File: config.mk
export PLATFORM = sky130hd
export DESIGN_NAME = polyphonic_voice_allocator
export DESIGN_NICKNAME = d
export VERILOG_FILES = /design/src/hw/rtl/pva_pkg.sv /design/src/hw/rtl/polyphonic_voice_allocator.sv /design/src/hw/rtl/pva_queue.sv /design/src/hw/rtl/pva_voice_cell.sv
export VERILOG_INCLUDE_DIRS = /design/src /design/src/hw/rtl
export SDC_FILE = /design/constraint.sdc
export NUM_CORES = 2
export LEC_CHECK = 0
export BUFFER_PORTS_ARGS = -buffer_cell sky130_fd_sc_hd__buf_2
export CAP_MARGIN = 0
export CORE_ASPECT_RATIO = 1.25
export CORE_UTILIZATION = 65
export CTS_CLUSTER_DIAMETER = 80
export DETAILED_ROUTE_END_ITERATION = 8
export GPL_TIMING_DRIVEN = 1
export HOLD_SLACK_MARGIN = 0.1
export PLACE_DENSITY = 0.82
export SYNTH_ARGS = -nofsm -noshare
export SYNTH_HDL_FRONTEND = slang
export SYNTH_SLANG_ARGS = --single-unit
File: constraint.sdc
create_clock -name i_clk -period 10.45 [get_ports i_clk]
set_input_delay 0.5225 -clock i_clk [delete_from_list [all_inputs] [get_ports i_clk]]
set_output_delay 0.5225 -clock i_clk [all_outputs]
set_load 0.01 [all_outputs]
File: src/hw/rtl/polyphonic_voice_allocator_macros.svh
// assertion macros shared by the voice allocator rtl
// depends on nothing; expects i_clk and i_rst_n in the including module
`ifndef POLYPHONIC_VOICE_ALLOCATOR_MACROS_SVH
`define POLYPHONIC_VOICE_ALLOCATOR_MACROS_SVH

// same-cycle implication, disabled in reset
`define PVA_ASSERT_IMPL(lbl, ante, cons) \
    lbl: assert property (@(posedge i_clk) disable iff (!i_rst_n) (ante) |-> (cons)) \
        else $error("pva assertion failed");

// next-cycle implication, disabled in reset
`define PVA_ASSERT_NEXT(lbl, ante, cons) \
    lbl: assert property (@(posedge i_clk) disable iff (!i_rst_n) (ante) |=> (cons)) \
        else $error("pva assertion failed");

`endif

File: src/hw/rtl/pva_pkg.sv
// shared types and codes for the voice allocator
// depends on nothing
`timescale 1ns / 1ps
package pva_pkg;
    localparam int VOICES_DEF = 15;
    localparam int NOTES_DEF  = 128;
    localparam int VOICE_W    = 4;
    localparam int NOTE_W     = 7;
    localparam int VEL_W      = 7;
    localparam int ACT_W      = 3;
    localparam int ST_W       = 3;

    localparam logic [1:0] CMD_ON   = 2'd0;
    localparam logic [1:0] CMD_OFF  = 2'd1;
    localparam logic [1:0] CMD_TICK = 2'd2;

    localparam logic [ACT_W-1:0] ACT_TRIGGER   = 3'd0;
    localparam logic [ACT_W-1:0] ACT_RETRIGGER = 3'd1;
    localparam logic [ACT_W-1:0] ACT_STEAL     = 3'd2;
    localparam logic [ACT_W-1:0] ACT_RELEASE   = 3'd3;
    localparam logic [ACT_W-1:0] ACT_MARKED    = 3'd4;
    localparam logic [ACT_W-1:0] ACT_FREED     = 3'd5;
    localparam logic [ACT_W-1:0] ACT_IGNORED   = 3'd6;

    localparam logic [ST_W-1:0] VS_OFF       = 3'd0;
    localparam logic [ST_W-1:0] VS_TRIGGER   = 3'd1;
    localparam logic [ST_W-1:0] VS_RETRIGGER = 3'd2;
    localparam logic [ST_W-1:0] VS_STEAL     = 3'd3;
    localparam logic [ST_W-1:0] VS_RELEASE   = 3'd4;

    typedef enum logic {S_IDLE, S_EXEC} t_state;

    typedef struct packed {
        logic pop;
        logic rm;
        logic push;
    } t_q_ctrl;

    typedef struct packed {
        logic load;
        logic set_st;
        logic unmap;
    } t_vc_ctrl;
endpackage

File: src/hw/rtl/polyphonic_voice_allocator.sv
// top level of the voice allocator: control sequencer, voice cells, three queues
// depends on pva_pkg, pva_voice_cell, pva_queue and the assertion macro header
//
// Each transfer in is one command. Note on and note off each give one result.
// A tick gives one result per voice in the released queue, one per cycle while
// the output register is free to take it, or none at all when the queue is
// empty; the released queue pops one voice at its head for each tick result.
// A result that waits in the output register stalls the work while it waits.
// Every voice is a cell that holds its note, velocity, status and map bit; the
// note-to-voice map is the match of the note against all cells. Free, released
// and playing voices sit in shifting slot rows, oldest first. A new command is
// taken while the last result still waits in the output register.
`timescale 1ns / 1ps
`include "polyphonic_voice_allocator_macros.svh"
module polyphonic_voice_allocator
    import pva_pkg::*;
#(
    parameter int VOICES = VOICES_DEF,
    parameter int NOTES  = NOTES_DEF
) (
    input  logic               i_clk,
    input  logic               i_rst_n,
    input  logic               i_in_valid,
    output logic               o_in_ready,
    input  logic [1:0]         i_cmd,
    input  logic [NOTE_W-1:0]  i_note,
    input  logic [VEL_W-1:0]   i_velocity,
    output logic               o_out_valid,
    input  logic               i_out_ready,
    output logic [VOICE_W-1:0] o_voice,
    output logic [ACT_W-1:0]   o_action,
    output logic [NOTE_W-1:0]  o_old_note,
    output logic [VEL_W-1:0]   o_old_velocity,
    output logic               o_last
);
    localparam int VIW = (VOICES > 1) ? $clog2(VOICES) : 1;
    localparam int CW  = $clog2(VOICES + 1);

    t_state r_state, n_state;

    // accepted command
    logic [1:0]        r_cmd;
    logic [NOTE_W-1:0] r_note;
    logic [VEL_W-1:0]  r_vel;
    logic [CW-1:0]     r_tick_n;

    // voice cells
    t_vc_ctrl [VOICES-1:0]          vc_ctrl;
    logic [ST_W-1:0]                vc_st_val;
    logic [VOICES-1:0][NOTE_W-1:0]  vc_note;
    logic [VOICES-1:0][VEL_W-1:0]   vc_vel;
    logic [VOICES-1:0][ST_W-1:0]    vc_st;
    logic [VOICES-1:0]              vc_match;

    // queues
    t_q_ctrl                      fq_ctrl, rq_ctrl, pq_ctrl;
    logic [VOICE_W-1:0]           fq_data, rq_data, pq_data;
    logic [VOICES-1:0][VOICE_W-1:0] fq_e, rq_e, pq_e;
    logic [CW-1:0]                fq_cnt, rq_cnt, pq_cnt;
    logic                         fq_found, rq_found, pq_found;
    logic [VIW-1:0]               fq_fidx, rq_fidx, pq_fidx;

    logic               go, hit, bad_note, done, emit, res_last;
    logic [VOICE_W-1:0] hv, v, res_voice;
    logic [ACT_W-1:0]   res_act;
    logic [NOTE_W-1:0]  res_on;
    logic [VEL_W-1:0]   res_ov;

    genvar g;
    generate
        for (g = 0; g < VOICES; g++) begin : g_cell
            pva_voice_cell u_cell (
                .i_clk   (i_clk),
                .i_rst_n (i_rst_n),
                .i_ctrl  (vc_ctrl[g]),
                .i_key   (r_note),
                .i_vel   (r_vel),
                .i_st    (vc_st_val),
                .o_note  (vc_note[g]),
                .o_vel   (vc_vel[g]),
                .o_st    (vc_st[g]),
                .o_match (vc_match[g])
            );
        end
    endgenerate

    pva_queue #(.DEPTH(VOICES), .INIT_FULL(1'b1)) u_free_q (
        .i_clk (i_clk), .i_rst_n (i_rst_n), .i_ctrl (fq_ctrl), .i_rm_idx ('0),
        .i_push_data (fq_data), .i_key ('0), .o_entries (fq_e), .o_count (fq_cnt),
        .o_found (fq_found), .o_found_idx (fq_fidx)
    );

    pva_queue #(.DEPTH(VOICES), .INIT_FULL(1'b0)) u_rel_q (
        .i_clk (i_clk), .i_rst_n (i_rst_n), .i_ctrl (rq_ctrl), .i_rm_idx ('0),
        .i_push_data (rq_data), .i_key ('0), .o_entries (rq_e), .o_count (rq_cnt),
        .o_found (rq_found), .o_found_idx (rq_fidx)
    );

    // playing queue: oldest in slot zero, note off removes from the middle
    pva_queue #(.DEPTH(VOICES), .INIT_FULL(1'b0)) u_play_q (
        .i_clk (i_clk), .i_rst_n (i_rst_n), .i_ctrl (pq_ctrl), .i_rm_idx (pq_fidx),
        .i_push_data (pq_data), .i_key (hv), .o_entries (pq_e), .o_count (pq_cnt),
        .o_found (pq_found), .o_found_idx (pq_fidx)
    );

    // at most one cell maps a note, so an or of the matching indexes is the hit voice
    always_comb begin
        hv = '0;
        for (int i = 0; i < VOICES; i++) begin
            if (vc_match[i]) begin
                hv = hv | VOICE_W'(i);
            end
        end
        hit = |vc_match;
    end

    assign go       = (r_state == S_EXEC) && (!o_out_valid || i_out_ready);
    assign bad_note = {1'b0, r_note} >= (NOTE_W + 1)'(NOTES);

    always_comb begin
        vc_ctrl   = '0;
        vc_st_val = VS_OFF;
        fq_ctrl   = '0;
        rq_ctrl   = '0;
        pq_ctrl   = '0;
        fq_data   = '0;
        rq_data   = '0;
        pq_data   = '0;
        v         = '0;
        done      = 1'b0;
        emit      = 1'b0;
        res_last  = 1'b1;
        res_voice = '0;
        res_act   = ACT_IGNORED;
        res_on    = '0;
        res_ov    = '0;
        if (go) begin
            case (r_cmd)
                CMD_TICK: begin
                    if (r_tick_n == '0) begin
                        done = 1'b1;
                    end else begin
                        v            = rq_e[0];
                        rq_ctrl.pop  = 1'b1;
                        emit         = 1'b1;
                        res_voice    = v;
                        res_ov       = vc_vel[v[VIW-1:0]];
                        res_last     = (r_tick_n == CW'(1));
                        done         = res_last;
                        if (vc_st[v[VIW-1:0]] == VS_OFF) begin
                            // second tick since release: back to the free pool
                            vc_ctrl[v[VIW-1:0]].unmap = 1'b1;
                            fq_ctrl.push = 1'b1;
                            fq_data      = v;
                            res_act      = ACT_FREED;
                        end else begin
                            vc_ctrl[v[VIW-1:0]].set_st = 1'b1;
                            vc_st_val    = VS_OFF;
                            rq_ctrl.push = 1'b1;
                            rq_data      = v;
                            res_act      = ACT_MARKED;
                        end
                    end
                end
                CMD_ON: begin
                    done = 1'b1;
                    emit = 1'b1;
                    if (bad_note) begin
                        res_act = ACT_IGNORED;
                    end else if (hit) begin
                        vc_ctrl[hv[VIW-1:0]].set_st = 1'b1;
                        vc_st_val = VS_RETRIGGER;
                        res_voice = hv;
                        res_act   = ACT_RETRIGGER;
                        res_ov    = vc_vel[hv[VIW-1:0]];
                    end else if (pq_cnt != '0 || fq_cnt != '0 || rq_cnt != '0) begin
                        // oldest free, then oldest released, then oldest playing
                        if (fq_cnt != '0) begin
                            v           = fq_e[0];
                            fq_ctrl.pop = 1'b1;
                            res_act     = ACT_TRIGGER;
                            vc_st_val   = VS_TRIGGER;
                        end else if (rq_cnt != '0) begin
                            v           = rq_e[0];
                            rq_ctrl.pop = 1'b1;
                            res_act     = ACT_STEAL;
                            vc_st_val   = VS_STEAL;
                            res_on      = vc_note[v[VIW-1:0]];
                        end else begin
                            v           = pq_e[0];
                            pq_ctrl.pop = 1'b1;
                            res_act     = ACT_STEAL;
                            vc_st_val   = VS_STEAL;
                            res_on      = vc_note[v[VIW-1:0]];
                        end
                        vc_ctrl[v[VIW-1:0]].load   = 1'b1;
                        vc_ctrl[v[VIW-1:0]].set_st = 1'b1;
                        pq_ctrl.push = 1'b1;
                        pq_data      = v;
                        res_voice    = v;
                        res_ov       = vc_vel[v[VIW-1:0]];
                    end else begin
                        res_act = ACT_IGNORED;
                    end
                end
                CMD_OFF: begin
                    done = 1'b1;
                    emit = 1'b1;
                    if (!bad_note && hit && pq_found) begin
                        pq_ctrl.rm = 1'b1;
                        vc_ctrl[hv[VIW-1:0]].set_st = 1'b1;
                        vc_st_val    = VS_RELEASE;
                        rq_ctrl.push = 1'b1;
                        rq_data      = hv;
                        res_voice    = hv;
                        res_act      = ACT_RELEASE;
                        res_ov       = vc_vel[hv[VIW-1:0]];
                    end else begin
                        res_act = ACT_IGNORED;
                    end
                end
                default: begin
                    // unknown command
                    done    = 1'b1;
                    emit    = 1'b1;
                    res_act = ACT_IGNORED;
                end
            endcase
        end
    end

    // next state
    always_comb begin
        n_state = r_state;
        case (r_state)
            S_IDLE: begin
                if (i_in_valid) begin
                    n_state = S_EXEC;
                end
            end
            S_EXEC: begin
                if (done) begin
                    n_state = S_IDLE;
                end
            end
            default: n_state = S_IDLE;
        endcase
    end

    // state outputs
    always_comb begin
        case (r_state)
            S_IDLE:  o_in_ready = 1'b1;
            default: o_in_ready = 1'b0;
        endcase
    end

    always_ff @(posedge i_clk) begin
        if (!i_rst_n) begin
            r_state     <= S_IDLE;
            o_out_valid <= 1'b0;
            r_tick_n    <= '0;
        end else begin
            r_state <= n_state;
            if (i_in_valid && o_in_ready) begin
                r_tick_n <= rq_cnt;
            end else if (go && r_cmd == CMD_TICK && r_tick_n != '0) begin
                r_tick_n <= r_tick_n - CW'(1);
            end
            if (go && emit) begin
                o_out_valid <= 1'b1;
            end else if (i_out_ready) begin
                o_out_valid <= 1'b0;
            end
        end
    end

    // payload registers
    always_ff @(posedge i_clk) begin
        if (i_in_valid && o_in_ready) begin
            r_cmd  <= i_cmd;
            r_note <= i_note;
            r_vel  <= i_velocity;
        end
        if (go && emit) begin
            o_voice        <= res_voice;
            o_action       <= res_act;
            o_old_note     <= res_on;
            o_old_velocity <= res_ov;
            o_last         <= res_last;
        end
    end

    // the counts of free, released and playing voices add up to the number of voices
    `PVA_ASSERT_IMPL(a_voice_conserve, 1'b1,
        (32'(fq_cnt) + 32'(rq_cnt) + 32'(pq_cnt)) == 32'(VOICES))
    // a note maps to at most one voice
    `PVA_ASSERT_IMPL(a_map_unique, 1'b1, $onehot0(vc_match))
    // while a tick result that is not the last one waits, the sequencer is busy
    `PVA_ASSERT_IMPL(a_tick_busy, o_out_valid && !o_last, r_state == S_EXEC)
endmodule

File: src/hw/rtl/pva_queue.sv
// ordered queue built from a row of shifting slots
// depends on pva_pkg
`timescale 1ns / 1ps
module pva_queue
    import pva_pkg::*;
#(
    parameter int DEPTH     = VOICES_DEF,
    parameter bit INIT_FULL = 1'b0
) (
    input  logic                              i_clk,
    input  logic                              i_rst_n,
    input  t_q_ctrl                           i_ctrl,
    input  logic [((DEPTH>1)?$clog2(DEPTH):1)-1:0] i_rm_idx,
    input  logic [VOICE_W-1:0]                i_push_data,
    input  logic [VOICE_W-1:0]                i_key,
    output logic [DEPTH-1:0][VOICE_W-1:0]     o_entries,
    output logic [$clog2(DEPTH+1)-1:0]        o_count,
    output logic                              o_found,
    output logic [((DEPTH>1)?$clog2(DEPTH):1)-1:0] o_found_idx
);
    localparam int IW = (DEPTH > 1) ? $clog2(DEPTH) : 1;
    localparam int CW = $clog2(DEPTH + 1);

    logic [DEPTH-1:0][VOICE_W-1:0] r_q, n_q, shifted;
    logic [CW-1:0] r_cnt, n_cnt, cnt_rm;
    logic [IW-1:0] rm_at;
    logic          rmv;

    // each slot at or above the leaving entry takes its upper neighbor
    always_comb begin
        rmv   = i_ctrl.pop | i_ctrl.rm;
        rm_at = i_ctrl.pop ? '0 : i_rm_idx;
        for (int i = 0; i < DEPTH; i++) begin
            if (rmv && (IW'(i) >= rm_at) && (i < DEPTH - 1)) begin
                shifted[i] = r_q[(i < DEPTH - 1) ? i + 1 : i];
            end else begin
                shifted[i] = r_q[i];
            end
        end
        cnt_rm = r_cnt - CW'(rmv);
        n_q    = shifted;
        n_cnt  = cnt_rm;
        if (i_ctrl.push && (cnt_rm < CW'(DEPTH))) begin
            n_q[cnt_rm[IW-1:0]] = i_push_data;
            n_cnt               = cnt_rm + CW'(1);
        end
    end

    always_comb begin
        o_found     = 1'b0;
        o_found_idx = '0;
        for (int i = 0; i < DEPTH; i++) begin
            if (!o_found && (CW'(i) < r_cnt) && (r_q[i] == i_key)) begin
                o_found     = 1'b1;
                o_found_idx = IW'(i);
            end
        end
    end

    always_ff @(posedge i_clk) begin
        if (!i_rst_n) begin
            r_cnt <= INIT_FULL ? CW'(DEPTH) : '0;
            for (int i = 0; i < DEPTH; i++) begin
                r_q[i] <= VOICE_W'(i);
            end
        end else begin
            r_cnt <= n_cnt;
            r_q   <= n_q;
        end
    end

    assign o_entries = r_q;
    assign o_count   = r_cnt;
endmodule

File: src/hw/rtl/pva_voice_cell.sv
// one voice: note, velocity, status and map bit, with note match
// depends on pva_pkg
`timescale 1ns / 1ps
module pva_voice_cell
    import pva_pkg::*;
(
    input  logic              i_clk,
    input  logic              i_rst_n,
    input  t_vc_ctrl          i_ctrl,
    input  logic [NOTE_W-1:0] i_key,
    input  logic [VEL_W-1:0]  i_vel,
    input  logic [ST_W-1:0]   i_st,
    output logic [NOTE_W-1:0] o_note,
    output logic [VEL_W-1:0]  o_vel,
    output logic [ST_W-1:0]   o_st,
    output logic              o_match
);
    logic [NOTE_W-1:0] r_note;
    logic [VEL_W-1:0]  r_vel;
    logic [ST_W-1:0]   r_st;
    logic              r_mapped;

    always_ff @(posedge i_clk) begin
        if (!i_rst_n) begin
            r_note   <= '0;
            r_vel    <= '0;
            r_st     <= VS_OFF;
            r_mapped <= 1'b0;
        end else begin
            if (i_ctrl.load) begin
                r_note   <= i_key;
                r_vel    <= i_vel;
                r_mapped <= 1'b1;
            end else if (i_ctrl.unmap) begin
                r_mapped <= 1'b0;
            end
            if (i_ctrl.set_st) begin
                r_st <= i_st;
            end
        end
    end

    assign o_note  = r_note;
    assign o_vel   = r_vel;
    assign o_st    = r_st;
    assign o_match = r_mapped && (r_note == i_key);
endmodule

* Word-level counts from Yosys, hierarchy flattened
Cells that the tools add are included.
Operators by class: divide/modulo/power cells 0, multipliers 0, mux-type cells 246, eq/ne operators 33, reduce and logical (&&, ||, !) cells 117, shifts and indexed selects 0, add/sub/neg operators 7, magnitude comparators 45, bitwise operators 5
Operators by type and width (number):
- 2-to-1 mux 4 bit | 85
- bitwise mux 60 bit | 3
- 2-to-1 mux 56 bit | 3
- binary-select mux 7 bit (select 4 bit) | 5
- 2-to-1 mux 45 bit | 3
- case mux 45 bit (3 select lines) | 1
- 2-to-1 mux 44 bit | 3
- == test 7 bit | 15
- 2-to-1 mux 1 bit | 87
- logical AND 1 bit | 73
- 2-to-1 mux 7 bit | 10
- demux 3 bit (select 4 bit) | 5
- == test 4 bit | 15
- demux 4 bit (select 4 bit) | 3
- 2-to-1 mux 3 bit | 16
- bitwise mux 45 bit | 1
- less-than comparator 4 x 5 -> 1 bit (second input constant) | 7
- nonzero test 2 bit | 17
- less-than comparator 4 bit (first input constant) | 7
- greater-or-equal comparator 4 x 1 -> 1 bit (second input constant) | 6
- greater-or-equal comparator 4 bit (first input constant) | 6
- 2-to-1 mux 2 bit | 12
- case mux 7 bit (3 select lines) | 1
- OR reduction 19 bit | 1
- other kinds (28) | 68
Storage, ports and cells: latch bits 0, register bits after elaboration 506, word-level logic and storage cells 572, bits in read-only memories 0, memories kept 0, input bits 20, bits in writable memories 0

* Longest topological paths before layout
depth after elaboration 87, gate-level depth with buffers 26

* Cells and area by module
From an unflattened synthesis, not the netlist that was laid out.
Unflattened totals: cells, all modules 3383, area total of the unflattened synthesis 31665.4 sq um
Modules (own cells, without submodules):
- pva_voice_cell | area each 763.2 sq um, instances 15, sequential area each 360.3 sq um, cells an instance 67
- polyphonic_voice_allocator | area each 7724.9 sq um, instances 1, sequential area each 1261.2 sq um, cells an instance 933
- pva_queue (u_free_q) | area each 4174.0 sq um, instances 1, sequential area each 1281.2 sq um, cells an instance 479
- pva_queue (u_rel_q) | area each 4171.5 sq um, instances 1, sequential area each 1281.2 sq um, cells an instance 486
- pva_queue (u_play_q) | area each 4146.5 sq um, instances 1, sequential area each 1281.2 sq um, cells an instance 480

* Worst setup path after synthesis
No wires, ideal clock.
path type flip-flop to flip-flop, start point reg r_note[2], end point reg u_play_q.r_q (netlist bit u_play_q.o_entries[55]), library setup time 0.134 ns, required time 10.316 ns, stages on the path, launching flop included 26, setup slack 4.969 ns, path buffers 4, arrival 5.347 ns, cell sequence edfxtp_1 -> buf_6 -> xnor2_1 -> nand4_1 -> nor2_1 -> or4_1 -> buf_2 -> a21oi_1 -> buf_4 -> o221ai_1 -> and3_1 -> nor4_2 -> nand4_2 -> and2_0 -> nand2b_1 -> ha_1 -> ha_1 -> inv_1 -> ha_1 -> clkbuf_1 -> nor3_1 -> and2_0 -> or3_1 -> or3_1 -> o41ai_1 -> a31oi_1
On the way: cells in the longest elaborated chain, start to end 87
RTL lines:
- start: declaration | line polyphonic_voice_allocator.sv:43 | logic [NOTE_W-1:0] r_note;
- start signal: assignment | line polyphonic_voice_allocator.sv:282 | r_note <= i_note;
- == test 7 bit | line pva_voice_cell.sv:46 | assign o_match = r_mapped && (r_note == i_key);
- logical AND 1 bit | line pva_voice_cell.sv:46
- 2-to-1 mux 1 bit | line polyphonic_voice_allocator.sv:110 | if (vc_match[i]) begin
- 2-to-1 mux 2 bit (2 in series) | line polyphonic_voice_allocator.sv:110
- 2-to-1 mux 3 bit (4 in series) | line polyphonic_voice_allocator.sv:110
- 2-to-1 mux 4 bit (7 in series) | line polyphonic_voice_allocator.sv:110
- == test 4 bit | line pva_queue.sv:53 | if (!o_found && (CW'(i) < r_cnt) && (r_q[i] == i_key)) begin
- logical AND 1 bit | line pva_queue.sv:53
- [61 not listed]
- bitwise OR 1 bit | line pva_queue.sv:31 | rmv = i_ctrl.pop | i_ctrl.rm;
- subtractor 4 x 1 -> 4 bit | line pva_queue.sv:40 | cnt_rm = r_cnt - CW'(rmv);
- less-than comparator 4 x 5 -> 1 bit (not written as such) / greater-or-equal comparator 4 x 1 -> 1 bit (equally long branches) | line pva_queue.sv:44 | n_q[cnt_rm[IW-1:0]] = i_push_data;
- logical AND 1 bit (not written as such) | line pva_queue.sv:44
- 2-to-1 mux 4 bit (not written as such) | line pva_queue.sv:44
- demux 4 bit (select 4 bit)
- bitwise mux 60 bit | line pva_queue.sv:44
- 2-to-1 mux 56 bit * | line pva_queue.sv:43 | if (i_ctrl.push && (cnt_rm < CW'(DEPTH))) begin
- end signal: indexed assignment | line pva_queue.sv:64 | r_q[i] <= VOICE_W'(i);
- end signal: assignment | line pva_queue.sv:68 | r_q <= n_q;
- end: declaration | line pva_queue.sv:24 | logic [DEPTH-1:0][VOICE_W-1:0] r_q, n_q, shifted;
Every way passes the cells marked *; elsewhere a longest branch is shown, timed or not. A chain may end at the register's enable or synchronous reset.

* Worst setup path after layout
start point reg r_note[3], end point reg u_play_q.r_q (netlist bit u_play_q.o_entries[55])
Same word-level chain as after synthesis.

==> flow_summary_export.csv <==
group,metric,value,unit
worst_setup_path,path_common_cell,"ha_1",
finish,nNetsFinal,3381,
route,wire_per_inst,25.0,um
worst_setup_path,path_cells,"buf_4 -> xnor2_1 -> nand4_1 -> nor2_1 -> or4_1 -> nor2_4 -> buf_4 -> xnor2_1 -> a2111oi_2 -> nor4_2 -> nand4_2 -> and2_0 -> nand2b_1 -> ha_1 -> ha_1 -> inv_1 -> ha_1 -> nor3_1 -> and2_0 -> or3_1 -> or3_1 -> o41ai_1 -> a31oi_1",
worst_setup_path,cp.arrival,7940,ps
clock_tree,clock_latency,650,ps
route,viasPerCell,6.96,
worst_setup_path,r2r_cells,23,
power_and_ir_drop,ir_drop,0.144,mV
synth,ys_types,90,
sta,max_freq,134,MHz
worst_setup_path,slowest_stage,"edfxtp_1",
sta,relSlewSlack,15.8,%
synth,ys_seq_area_share,36.8,%
worst_setup_path,crit_fanout,61,
clock_tree,cts_setup_buffers,0,
power_and_ir_drop,p_leak,0.0108,uW
sta,period_minus_slack,7460,ps
run,drv_cap,0,
place,gpl.final_weighted_congestion,1.06,
route,drc,1,
synth,synth_top_area_share,32.8,%
grt,grtUsageTotal,43.6,%
route,drt_pass1_iterations,9,
worst_setup_path,cp-start-kind,"flip-flop",
sta,finalSetupTns,0,ps
die,start_util,66.1,%
synth,synth_ff_type,"dfxtp_1",
die,ios,44,
grt,grt_max_degree,118,
grt,grt-ovfl-total,0,
sta,holdWs,164,ps
sta,tightest_slew,1260,ps
clock_tree,cts.sinks,506,
run_status,violations,"DRC",
synth,synth_seq_cells,506,
hold_path,holdCritPathClass,"in -> reg",
sta,final-setup-viol-count,0,
power_and_ir_drop,total_power,4150,uW
synth,syn_nets,3474,
synth,synthTopCellsByArea,"dfxtp_1 33%, nand2_1 11%, mux4_2 8.0%, mux2i_1 5.7%, a21oi_1 5.4%",
route,drt_iter0_drc,3495,
synth,syn-cell-area,0.0285,mm^2
worst_setup_path,cp-end-kind,"flip-flop",
die,fp-row-count,85,
finish,area_delta_synth_final,7.75,%
place,place_area,0.0289,mm^2
worst_setup_path,critPathMaxStageDelay,720,ps
finish,drive_gt1_share,10.8,%
route,vias,27461,
synth,synth_edf_count,38,
sta,hold_violations,0,
place,dp.final_hpwl,64.0,mm
place,io_buffers,43,
die,die_area,0.0447,mm^2
worst_setup_path,cp.required,10940,ps
synth,synth_top_area_cell,"dfxtp_1",
synth,netlist_instances,3430,
grt,antenna_found_initial,2,
clock_tree,cts_tree,"done",
route,routed_wl,98.6,mm
sta,finalMaxSlewViolations,0,
grt,grt_pass1_vias,26648,
clock_tree,numCtsBuffers,50,
grt,grt_pass1_wl,151,mm
clock_tree,cts-root-buf,"clkbuf_16",
finish,final_area,0.0307,mm^2
synth,postSynthAreaPerCell,8.32,um^2
clock_tree,ctsResizeCount,0,
synth,async_flop_share,0,%
synth,yosysWarningCount,0,
clock_tree,clockBufferDepth,3,
run_status,status,"finished with violations",
sta,min_period_over_period,71.4,%
clock_tree,ctsHoldBuffers,15,
die,core-area,0.0432,mm^2
clock_tree,cts.clk_slew.worst_paths,70,ps
clock_tree,htreeDepth,2,
finish,nFillCells,3342,
sta,skew,39.2,ps
power_and_ir_drop,p_per_area,135,mW/mm^2
place,dp.cells,3835,
die,die_h,236,um
sta,rsz0062_at_grt,"no",
finish,stdcell_count,3945,
route,ant_nets,0,
worst_setup_path,critical_path_class,"reg -> reg",
hold_path,holdPathStages,1,
die,die_x,189,um
[flip-flops by register name, summed over array words and instances (netlist names), 7 cells and up]
register	count
g_cell.u_cell.o_note	105
r_note	7
u_rel_q.o_entries	60
u_free_q.o_entries	60
g_cell.u_cell.o_vel	105
g_cell.u_cell.r_mapped	15
o_old_velocity	7
o_old_note	7
u_play_q.o_entries	60
r_vel	7
g_cell.u_cell.o_st	45
[cells by family (layout without fill, tap and decap cells)]
kind of cell	after synthesis	after routing	share of synthesized area, %
other	0	1	0
AO/OA/AOI/OAI	738	738	16.3
buffers and inverters	292	241	4.22
flip-flops	506	506	36.8
XOR/XNOR	161	161	4.94
adder cells (fa/ha/maj)	24	24	1.05
AND/OR/NAND/NOR	1415	1415	21.8
multiplexers	294	294	14.9
[layer usage]
layer	share of wire, %	track usage, %	vias up
met1	35	51.1	12938
li1	-	-	12012
met5	0.031	0	-
met2	45	68.3	1910
met3	11	11.5	597
met4	8.5	32.5	4
[cell type report]
| class | instances | area (um^2) | area share [%] |
|---|---|---|---|
| clock inverters | 29 | 295 | 0.960 |
| well taps | 565 | 707 | 2.30 |
| clock buffers | 65 | 1400 | 4.55 |
| multi-input cells | 2632 | 16900 | 55.1 |
| repair buffers | 107 | 736 | 2.39 |
| diodes | 1 | 2.50 | 0.00814 |
| inverters | 40 | 158 | 0.513 |
| flip-flops and latches | 506 | 10500 | 34.2 |
[final timing paths]
check | from | endpoint | slack [ps]
max | r_note[3] | u_play_q.o_entries[55] | 2990
min | i_note[4] | r_note[4] | 160
max reg2reg | r_note[3] | u_play_q.o_entries[55] | 2990
min reg2reg | u_rel_q.o_entries[56] | u_rel_q.o_entries[56] | 450
[critical path, delay by kind of cell (launching register included)]
kind,cells,cell delay (ps)
AND/OR/NAND/NOR,12,3740
buffers and inverters,3,1180
adder cells (fa/ha/maj),3,1050
flip-flops,1,720
XOR/XNOR,2,340
AO/OA/AOI/OAI,3,270
[Yosys cell counts, drive strengths merged, types with 38 or more instances]
master,count
nand2,843
dfxtp,468
a21oi,313
nor2,220
clkbuf,202
mux2i,163
xnor2,151
o21ai,135
a211oi,104
mux4,101
nand3,84
nor3,61
buf,50
nand4,42
inv,40
and2,39
edfxtp,38
[stage by stage]
step | worst slack [ps] | util, %
final | 2990 | 71.2
after global routing | 2630 | 71.2
after CTS | 3240 | 71.2
after detailed placement | 3260 | 66.9
after global placement | 3530 | 66.9
after floorplan | 4970 | -
[placed cells by master, fill, tap and decap left out, types with 14 or more instances in the layout]
cell / instances
inv_1: 37
a311oi_1: 28
nand4_1: 41
buf_2: 42
o21ai_0: 120
and2_1: 36
nand3_1: 83
edfxtp_1: 38
a21oi_1: 305
a31oi_1: 35
nor4_1: 21
nor2_2: 14
nor3_2: 16
xnor2_1: 151
ha_1: 24
a211oi_1: 104
and3_1: 37
mux2i_1: 163
nor2_1: 203
nand2_1: 840
mux4_2: 101
buf_4: 50
dfxtp_1: 466
dlygate4sd3_1: 15
clkbuf_16: 51
o21ai_1: 14
nor3_1: 45
mux2_1: 18
[power by group]
group / internal [uW] / total, uW / switching [uW]
Clock: 1070 / 1890 / 817
Combinational: 83.7 / 259 / 175
Sequential: 1980 / 2000 / 26.7
(Power assumes the default switching activity.)
